**config.mk**
```make
export PLATFORM = sky130hd
export DESIGN_NAME = gantry_homing_sequencer_flat
export DESIGN_NICKNAME = d
export VERILOG_FILES = /design/src/sv/ghs_pkg.sv /design/src/sv/ghs_item_if.sv /design/src/sv/ghs_result_if.sv /design/src/sv/ghs_core.sv /design/src/sv/ghs_out_buf.sv /design/src/sv/gantry_homing_sequencer.sv /design/src/flat_wrapper.sv
export SDC_FILE = /design/constraint.sdc
export NUM_CORES = 1
export LEC_CHECK = 0
export BUFFER_PORTS_ARGS = -buffer_cell sky130_fd_sc_hd__buf_2
export CORE_ASPECT_RATIO = 1.2
export CORE_UTILIZATION = 50
export DETAILED_ROUTE_END_ITERATION = 16
export PLACE_DENSITY = 0.68
export SYNTH_ARGS = -nofsm -noshare
export SYNTH_HDL_FRONTEND = slang
export SYNTH_HIERARCHICAL = 1
export SYNTH_SLANG_ARGS = --single-unit
```
**constraint.sdc**
```tcl
create_clock -name i_clk -period 4.14 [get_ports i_clk]
set_input_delay 0 -clock i_clk [delete_from_list [all_inputs] [get_ports i_clk]]
set_output_delay 0 -clock i_clk [all_outputs]
set_load 0.01 [all_outputs]
```
**src/sv/ghs_pkg.sv**
```systemverilog
// Shared types, constants and helpers for the gantry homing sequencer.
package ghs_pkg;

    localparam int COUNT_BITS_DEF = 16;
    localparam int CFG_W          = 16;
    localparam int CFG_IDX_W      = 2;

    localparam logic [CFG_IDX_W-1:0] CFG_Z_BACKOFF = 2'd0;
    localparam logic [CFG_IDX_W-1:0] CFG_Y_BACKOFF = 2'd1;
    localparam logic [CFG_IDX_W-1:0] CFG_X_BACKOFF = 2'd2;

    localparam logic [CFG_W-1:0] RST_Z_BACKOFF = 16'd500;
    localparam logic [CFG_W-1:0] RST_Y_BACKOFF = 16'd5000;
    localparam logic [CFG_W-1:0] RST_X_BACKOFF = 16'd5000;

    localparam logic [2:0] AX_X = 3'b001;
    localparam logic [2:0] AX_Y = 3'b010;
    localparam logic [2:0] AX_Z = 3'b100;

    localparam logic [2:0] PC_JOG   = 3'd0;
    localparam logic [2:0] PC_Z_DN  = 3'd1;
    localparam logic [2:0] PC_Z_UP  = 3'd2;
    localparam logic [2:0] PC_Y_RT  = 3'd3;
    localparam logic [2:0] PC_Y_LT  = 3'd4;
    localparam logic [2:0] PC_X_BK  = 3'd5;
    localparam logic [2:0] PC_X_FW  = 3'd6;
    localparam logic [2:0] PC_DONE  = 3'd7;

    typedef enum logic [7:0] {
        PH_JOG  = 8'b0000_0001,
        PH_Z_DN = 8'b0000_0010,
        PH_Z_UP = 8'b0000_0100,
        PH_Y_RT = 8'b0000_1000,
        PH_Y_LT = 8'b0001_0000,
        PH_X_BK = 8'b0010_0000,
        PH_X_FW = 8'b0100_0000,
        PH_DONE = 8'b1000_0000
    } t_phase;

    typedef struct packed {
        logic jog_left;
        logic jog_forward;
        logic jog_finish;
        logic z_sensor_edge;
        logic y_sensor_edge;
        logic x_sensor_edge;
    } t_item;

    typedef struct packed {
        logic       x_pulse_level;
        logic       x_direction;
        logic       y_pulse_level;
        logic       y_direction;
        logic       z_pulse_level;
        logic       z_direction;
        logic [2:0] current_phase;
        logic       homing_complete;
    } t_result;

    typedef struct packed {
        logic                 we;
        logic [CFG_IDX_W-1:0] idx;
        logic [CFG_W-1:0]     data;
    } t_cfg_wr;

    function automatic logic [2:0] phase_code(input t_phase ph);
        logic [2:0] c;
        case (ph)
            PH_JOG:  c = PC_JOG;
            PH_Z_DN: c = PC_Z_DN;
            PH_Z_UP: c = PC_Z_UP;
            PH_Y_RT: c = PC_Y_RT;
            PH_Y_LT: c = PC_Y_LT;
            PH_X_BK: c = PC_X_BK;
            PH_X_FW: c = PC_X_FW;
            default: c = PC_DONE;
        endcase
        return c;
    endfunction

endpackage

```
**src/sv/ghs_item_if.sv**
```systemverilog
// Valid/ready channel carrying one tick's button and sensor inputs.
interface ghs_item_if;
    import ghs_pkg::*;

    logic  valid;
    logic  ready;
    t_item payload;

    modport source (output valid, output payload, input ready);
    modport sink   (input valid, input payload, output ready);
endinterface

```
**src/sv/ghs_result_if.sv**
```systemverilog
// Valid/ready channel carrying one tick's axis outputs and phase.
interface ghs_result_if;
    import ghs_pkg::*;

    logic    valid;
    logic    ready;
    t_result payload;

    modport source (output valid, output payload, input ready);
    modport sink   (input valid, input payload, output ready);
endinterface

```
**src/sv/ghs_core.sv**
```systemverilog
// Homing phase sequencer state, back-off counter and config registers.
module ghs_core #(
    parameter int COUNT_BITS = ghs_pkg::COUNT_BITS_DEF
) (
    input  logic             i_clk,
    input  logic             i_rst_n,
    input  logic             i_accept,
    input  ghs_pkg::t_item   i_item,
    input  ghs_pkg::t_cfg_wr i_cfg,
    output ghs_pkg::t_result o_result
);
    import ghs_pkg::*;

    localparam int CMP_W = (COUNT_BITS > CFG_W) ? COUNT_BITS : CFG_W;

    logic [CFG_W-1:0]      r_z_bo, r_y_bo, r_x_bo;
    t_phase                r_phase, n_phase;
    logic [2:0]            r_run, n_run;
    logic [2:0]            r_lvl, n_lvl;
    logic [2:0]            r_dir, n_dir;
    logic [COUNT_BITS-1:0] r_cnt, n_cnt;
    logic [2:0]            hold, tog, active;
    logic                  z_done, y_done, x_done, cnt_max;

    always_ff @(posedge i_clk) begin
        if (!i_rst_n) begin
            r_z_bo <= RST_Z_BACKOFF;
            r_y_bo <= RST_Y_BACKOFF;
            r_x_bo <= RST_X_BACKOFF;
        end else if (i_cfg.we) begin
            case (i_cfg.idx)
                CFG_Z_BACKOFF: r_z_bo <= i_cfg.data;
                CFG_Y_BACKOFF: r_y_bo <= i_cfg.data;
                CFG_X_BACKOFF: r_x_bo <= i_cfg.data;
                default: ;
            endcase
        end
    end

    // count never exceeds its max, so saturating the limit equals "at max"
    assign cnt_max = &r_cnt;
    assign z_done  = (CMP_W'(r_cnt) >= CMP_W'(r_z_bo)) || cnt_max;
    assign y_done  = (CMP_W'(r_cnt) >= CMP_W'(r_y_bo)) || cnt_max;
    assign x_done  = (CMP_W'(r_cnt) >= CMP_W'(r_x_bo)) || cnt_max;

    always_comb begin
        n_phase = r_phase;
        n_run   = r_run;
        n_lvl   = r_lvl;
        n_dir   = r_dir;
        n_cnt   = r_cnt;
        hold    = 3'b000;
        active  = 3'b000;

        case (r_phase)
            PH_JOG: begin
                if (i_item.jog_finish) begin
                    n_run   = (n_run & ~(AX_X | AX_Y)) | AX_Z;
                    n_dir   = n_dir & ~AX_Z;
                    n_phase = PH_Z_DN;
                end else begin
                    if (i_item.jog_left) begin
                        n_dir = n_dir | AX_Y;
                        n_run = n_run | AX_Y;
                    end else begin
                        n_run = n_run & ~AX_Y;
                        n_lvl = n_lvl & ~AX_Y;
                    end
                    if (i_item.jog_forward) begin
                        n_dir = n_dir | AX_X;
                        n_run = n_run | AX_X;
                    end else begin
                        n_run = n_run & ~AX_X;
                        n_lvl = n_lvl & ~AX_X;
                    end
                end
            end
            PH_Z_DN: begin
                n_dir = n_dir & ~AX_Z;
                n_run = n_run | AX_Z;
                if (i_item.z_sensor_edge) begin
                    n_lvl   = n_lvl & ~AX_Z;
                    n_dir   = n_dir | AX_Z;
                    n_cnt   = '0;
                    hold    = AX_Z;
                    n_phase = PH_Z_UP;
                end
            end
            PH_Z_UP: begin
                if (z_done) begin
                    n_run   = (n_run & ~AX_Z) | AX_Y;
                    n_lvl   = n_lvl & ~AX_Z;
                    n_dir   = n_dir & ~AX_Y;
                    n_phase = PH_Y_RT;
                end
            end
            PH_Y_RT: begin
                n_dir = n_dir & ~AX_Y;
                n_run = n_run | AX_Y;
                if (i_item.y_sensor_edge) begin
                    n_lvl   = n_lvl & ~AX_Y;
                    n_dir   = n_dir | AX_Y;
                    n_cnt   = '0;
                    hold    = AX_Y;
                    n_phase = PH_Y_LT;
                end
            end
            PH_Y_LT: begin
                if (y_done) begin
                    n_run   = (n_run & ~AX_Y) | AX_X;
                    n_lvl   = n_lvl & ~AX_Y;
                    n_dir   = n_dir & ~AX_X;
                    n_phase = PH_X_BK;
                end
            end
            PH_X_BK: begin
                n_dir = n_dir & ~AX_X;
                n_run = n_run | AX_X;
                if (i_item.x_sensor_edge) begin
                    n_lvl   = n_lvl & ~AX_X;
                    n_dir   = n_dir | AX_X;
                    n_cnt   = '0;
                    hold    = AX_X;
                    n_phase = PH_X_FW;
                end
            end
            PH_X_FW: begin
                if (x_done) begin
                    n_run   = n_run & ~AX_X;
                    n_lvl   = n_lvl & ~AX_X;
                    n_phase = PH_DONE;
                end
            end
            PH_DONE: ;
            default: n_phase = PH_DONE;
        endcase

        tog   = n_run & ~hold;
        n_lvl = n_lvl ^ tog;

        case (n_phase)
            PH_Z_UP: active = AX_Z;
            PH_Y_LT: active = AX_Y;
            PH_X_FW: active = AX_X;
            default: active = 3'b000;
        endcase

        // pulses counted on rising level edges of the backing-off axis
        if (((tog & active) != 3'b000) && ((n_lvl & active) != 3'b000) && !(&n_cnt)) begin
            n_cnt = COUNT_BITS'(n_cnt + 1'b1);
        end
    end

    always_ff @(posedge i_clk) begin
        if (!i_rst_n) begin
            r_phase <= PH_JOG;
            r_run   <= '0;
            r_lvl   <= '0;
            r_dir   <= '0;
            r_cnt   <= '0;
        end else if (i_accept) begin
            r_phase <= n_phase;
            r_run   <= n_run;
            r_lvl   <= n_lvl;
            r_dir   <= n_dir;
            r_cnt   <= n_cnt;
        end
    end

    always_comb begin
        o_result.x_pulse_level   = n_lvl[0];
        o_result.x_direction     = n_dir[0];
        o_result.y_pulse_level   = n_lvl[1];
        o_result.y_direction     = n_dir[1];
        o_result.z_pulse_level   = n_lvl[2];
        o_result.z_direction     = n_dir[2];
        o_result.current_phase   = phase_code(n_phase);
        o_result.homing_complete = (n_phase == PH_DONE);
    end

endmodule

```
**src/sv/ghs_out_buf.sv**
```systemverilog
// Result register with a skid stage for output backpressure.
module ghs_out_buf (
    input  logic             i_clk,
    input  logic             i_rst_n,
    input  logic             i_valid,
    input  ghs_pkg::t_result i_result,
    output logic             o_ready,
    ghs_result_if.source     o_result
);
    import ghs_pkg::*;

    logic    r_main_v, r_skid_v;
    t_result r_main, r_skid;
    logic    main_free;

    assign o_ready   = !r_skid_v;
    assign main_free = !r_main_v || o_result.ready;

    always_ff @(posedge i_clk) begin
        if (!i_rst_n) begin
            r_main_v <= 1'b0;
            r_skid_v <= 1'b0;
        end else if (main_free) begin
            r_main_v <= r_skid_v || i_valid;
            r_skid_v <= 1'b0;
        end else if (i_valid) begin
            r_skid_v <= 1'b1;
        end
    end

    always_ff @(posedge i_clk) begin
        if (main_free) begin
            r_main <= r_skid_v ? r_skid : i_result;
        end else if (i_valid) begin
            r_skid <= i_result;
        end
    end

    assign o_result.valid   = r_main_v;
    assign o_result.payload = r_main;

endmodule

```
**src/sv/gantry_homing_sequencer.sv**
```systemverilog
// Top level of the gantry homing sequencer.
// The result of an accepted input transaction is registered in the output stage.
// Throughput: one transaction per cycle unless the output stalls; the phase and
// back-off counter update on each accept; a two-entry output stage absorbs stalls.
// Reset (synchronous, active low): jog phase, all axes stopped and low,
// counter zero, back-off registers at 500 / 5000 / 5000.
module gantry_homing_sequencer #(
    parameter int COUNT_BITS = ghs_pkg::COUNT_BITS_DEF
) (
    input  logic                          i_clk,
    input  logic                          i_rst_n,
    ghs_item_if.sink                      i_item,
    ghs_result_if.source                  o_result,
    input  logic                          i_cfg_we,
    input  logic [ghs_pkg::CFG_IDX_W-1:0] i_cfg_idx,
    input  logic [ghs_pkg::CFG_W-1:0]     i_cfg_data
);
    import ghs_pkg::*;

    logic    buf_ready;
    logic    accept;
    t_result core_result;
    t_cfg_wr cfg;

    assign i_item.ready = buf_ready;
    assign accept       = i_item.valid && buf_ready;
    assign cfg.we       = i_cfg_we;
    assign cfg.idx      = i_cfg_idx;
    assign cfg.data     = i_cfg_data;

    ghs_core #(
        .COUNT_BITS (COUNT_BITS)
    ) u_core (
        .i_clk    (i_clk),
        .i_rst_n  (i_rst_n),
        .i_accept (accept),
        .i_item   (i_item.payload),
        .i_cfg    (cfg),
        .o_result (core_result)
    );

    ghs_out_buf u_out (
        .i_clk    (i_clk),
        .i_rst_n  (i_rst_n),
        .i_valid  (accept),
        .i_result (core_result),
        .o_ready  (buf_ready),
        .o_result (o_result)
    );

endmodule

```
**src/flat_wrapper.sv**
```systemverilog
// flat-port wrapper written by rule: the top's interface ports become plain ports
module gantry_homing_sequencer_flat import ghs_pkg::*;
#(
    parameter int COUNT_BITS = ghs_pkg::COUNT_BITS_DEF
)
  (i_clk, i_rst_n, i_cfg_we, i_cfg_idx, i_cfg_data, i_item_valid, i_item_payload, i_item_ready, o_result_valid, o_result_payload, o_result_ready);
  ghs_item_if i_item_i ();
  ghs_result_if o_result_i ();
  input  logic i_clk;
  input  logic i_rst_n;
  input  logic i_cfg_we;
  input  logic [ghs_pkg::CFG_IDX_W-1:0] i_cfg_idx;
  input  logic [ghs_pkg::CFG_W-1:0] i_cfg_data;
  input wire logic [$bits(i_item_i.valid)-1:0] i_item_valid;
  input wire logic [$bits(i_item_i.payload)-1:0] i_item_payload;
  output wire logic [$bits(i_item_i.ready)-1:0] i_item_ready;
  output wire logic [$bits(o_result_i.valid)-1:0] o_result_valid;
  output wire logic [$bits(o_result_i.payload)-1:0] o_result_payload;
  input wire logic [$bits(o_result_i.ready)-1:0] o_result_ready;
  assign i_item_i.valid = i_item_valid;
  assign i_item_i.payload = i_item_payload;
  assign i_item_ready = i_item_i.ready;
  assign o_result_valid = o_result_i.valid;
  assign o_result_payload = o_result_i.payload;
  assign o_result_i.ready = o_result_ready;
  gantry_homing_sequencer #(.COUNT_BITS(COUNT_BITS)) u_core (.i_clk(i_clk), .i_rst_n(i_rst_n), .i_item(i_item_i), .o_result(o_result_i), .i_cfg_we(i_cfg_we), .i_cfg_idx(i_cfg_idx), .i_cfg_data(i_cfg_data));
endmodule
```
==> flow_summary.yaml <==
synthesis:
  synth_cell_types: 87
  ys_seq_elements: 103
  yosys.area.top_type: "dfxtp_1"
  synth_edf_count: 20
  syn_area_per_cell_um2: 8.565
  synth_area_mm2: 0.006090
  syn-instance-count: 711
  synth_area_leaders: "dfxtp_1 (27%), ha_1 (10%), edfxtp_1 (9.9%), nand2_1 (8.1%), a21oi_1 (4.6%)"
  async_flop_share: 0
  synth_top_area_frac: 0.2729
  synth_ff_type: "dfxtp_1"
  seq_area_frac_synth: 0.3715
  ys.warnings.count: 6
  syn_nets: 789
die:
  rows: 43
  io_pins: 41
  start_util: 0.5192
  fp.dieW_um: 102.7
  core_area_mm2: 0.01173
  die_h_um: 122.9
  die_area_mm2: 0.01263
timing:
  final_hold_viol_count: 0
  layout_worst_path_cycle_share: 0.8687
  finalMaxSlewViolations: 0
  setup_tns_ns: 0
  fmax_ghz: 0.2781
  fin_crit_ns: 3.596
  worstMarginPinSlew_ns: 0.9951
  setup_viol: 0
  setup_ws_ns: 0.5436
  rsz0062_at_grt: "false"
  relSlewSlack: 0.3359
  clock-skew-final_ns: 0.008475
detailed_routing:
  ant_nets: 0
  drtPass1Iterations: 7
  post_drt_wl_per_cell_um: 17.50
  vias: 5346
  drc_errors: 0
  wl_um: 15930
  avgViaCountPerCell: 5.875
  first_iter_violations: 326
global_route:
  grt_pass1_wl_um: 25940
  track_usage: 0.2683
  antenna_found_initial: 0
  grt_start_max_net_pins: 54
  grt_pass1_vias: 5263
  globalRouteOverflowTotal: 0
setup_path:
  worstPathRequired_ns: 4.41
  path_class: "flop to flop"
  max_stage_delay_ns: 0.58
  crit_chain: "ha_1, nand4_1, nor3_1, nor4b_1, nor4_4, o41ai_1, nand4b_1, a21oi_2, o21ai_2, o2111ai_1, o31ai_1"
  arrival_ns: 3.87
  slowest_stage: "nor4b_1"
  path_max_fanout: 14
  crit_family: "simple AND/OR/NAND/NOR gates"
  path_buf_inv: 0
  critPathLaunchType: "flop"
  end_kind: "flop"
placed_design:
  place_congestion: 0.9388
  pre_cts_ws_ns: 0.6129
  io_buffers: 40
  dp.cells: 878
  place_hpwl_um: 11580
clock_network:
  clock-sinks: 103
  numCtsBuffers: 9
  cts_max_level: 3
  cts_buffer_depth: 2
  ctsResizeCount: 0
  post_cts_buffers: 0
  hold_buffers: 16
  clk_latency_ns: 0.36
  clock-root-buffer: "clkbuf_16"
  path_clk_slew_ns: 0.07
  cts_tree: "built"
power:
  power-per-cell-area_mw_per_mm2: 342.1
  ir_drop_uv: 187.1
  cellLeakagePower_nw: 2.827
status:
  status: "complete, no violations"
final_layout:
  final_cell_mix: "nand2_1 (132), dfxtp_1 (83), inv_1 (58)"
  drive_gt1_frac: 0.1368
  fill_cells: 1111
  fin_cells: 910
  final_nets: 826
  synthToLayoutAreaGrowth_pct: 11.88
  n_antenna_cell: 0
  final_common_cell: "nand2_1"
flow_run:
  max_cap_viol_count: 0
min_path:
  hp-class: "input pin to flop"
cell usage after synthesis (3+ instances only):
library cell  count
a211oi_1          9
and3_1            8
nor2_1           39
and2_1            9
nand4_1          11
a311oi_1          3
dfxtp_1          83
and4b_1           3
a21o_1            4
xor2_1            5
buf_2             3
or2_2             6
o41ai_1           3
a21oi_2           3
nand2b_1          6
nor3b_1           3
mux2i_1           6
or4_1             4
nor3_1            7
nand4b_1          3
mux2_4            8
nand3_1          19
nand2_1         132
edfxtp_1         20
ha_1             49
o21a_1            3
and4_1            4
a21oi_1          56
inv_1            58
nor4_4            3
o21ai_0          13
o211ai_1         23
o2111ai_1         8
or3_1             4
o31ai_1           7
clkbuf_1         23
buf_6             4
through the flow:
| step | utilization | instance area, um^2 | total power, W | hold slack, ns |
|---|---|---|---|---|
| floorplan | - | 6090 | 0.001376 | 0.1360 |
| global placement | 0.5417 | 6354 | 0.001478 | 0.2556 |
| detailed placement | 0.5417 | 6354 | 0.001486 | 0.2687 |
| CTS | 0.5809 | 6813 | 0.002346 | 0.01824 |
| global route | 0.5809 | 6813 | 0.002439 | 0.07260 |
| finish | 0.5809 | 6813 | 0.002331 | 0.02878 |
sequential cells by signal (all words and copies together) (netlist names):
| name | cells |
|---|---|
| u_core/u_core/r_cnt | 16 |
| u_core/u_core/r_y_bo | 16 |
| u_core/u_core/r_z_bo | 16 |
| u_core/u_out/r_skid | 10 |
| u_core/u_out/r_skid_v | 1 |
| u_core/u_core/r_dir | 3 |
| u_core/u_out/o_result.payload | 10 |
| u_core/u_core/r_x_bo | 16 |
| u_core/u_core/r_phase | 8 |
| u_core/u_core/r_run | 3 |
| u_core/u_out/o_result.valid | 1 |
| u_core/u_core/r_lvl | 3 |
cells by family (layout without fill, tap and decap cells):
family / after synthesis / count (layout) / synth area share
fa+ha+maj: 49 / 49 / 0.1007
buf+inv: 93 / 135 / 0.06369
mux: 16 / 16 / 0.03329
compound gates: 162 / 162 / 0.1849
flops: 103 / 103 / 0.3715
xor+xnor: 6 / 6 / 0.008629
simple gates: 282 / 282 / 0.2373
metal layers:
layer / GRT usage / up-vias / wire length [um]
li1: - / 2613 / -
met1: 0.3216 / 2483 / 6618
met2: 0.4621 / 200 / 7915
met3: 0.04918 / 50 / 818
met4: 0.1232 / 0 / 576
met5: 0 / - / 0
worst min-delay path: stages:
cell and delay, ns:
buf_2 0.14, nand2_1 0.10, a311oi_1 0.09
cell type report:
class,count,area (um^2),share of cell area
Multi-Input combinational cell,515,3447,0.5060
Sequential cell,103,2262,0.3320
Timing Repair Buffer,59,382.9,0.05620
Clock buffer,9,225.2,0.03306
Inverter,60,225.2,0.03306
Tap cell,157,196.4,0.02883
Clock inverter,7,73.82,0.01084
path summary, 6_finish.rpt:
check                                  startpoint                                   end  slack, ns  cells past startpoint
min reg2reg  u_core/u_core/r_y_bo[1]$_SDFFE_PN0P_  u_core/u_core/r_y_bo[1]$_SDFFE_PN0P_       0.46                      2
max          u_core/u_core/r_cnt[13]$_SDFFE_PN0P_   u_core/u_core/r_cnt[6]$_SDFFE_PN0P_       0.54                     11
min                             i_item_payload[2]   u_core/u_core/r_dir[2]$_SDFFE_PN0P_       0.03                      3
max reg2reg  u_core/u_core/r_cnt[13]$_SDFFE_PN0P_   u_core/u_core/r_cnt[6]$_SDFFE_PN0P_       0.54                     11
power by group:
group / switching (W) / internal [W] / total [W]
Combinational: 0.000211 / 0.000145 / 0.000357
Sequential: 0.0000326 / 0.00109 / 0.00112
Clock: 0.000425 / 0.000427 / 0.000853
No activity file was read; power rests on OpenSTA's default activity.
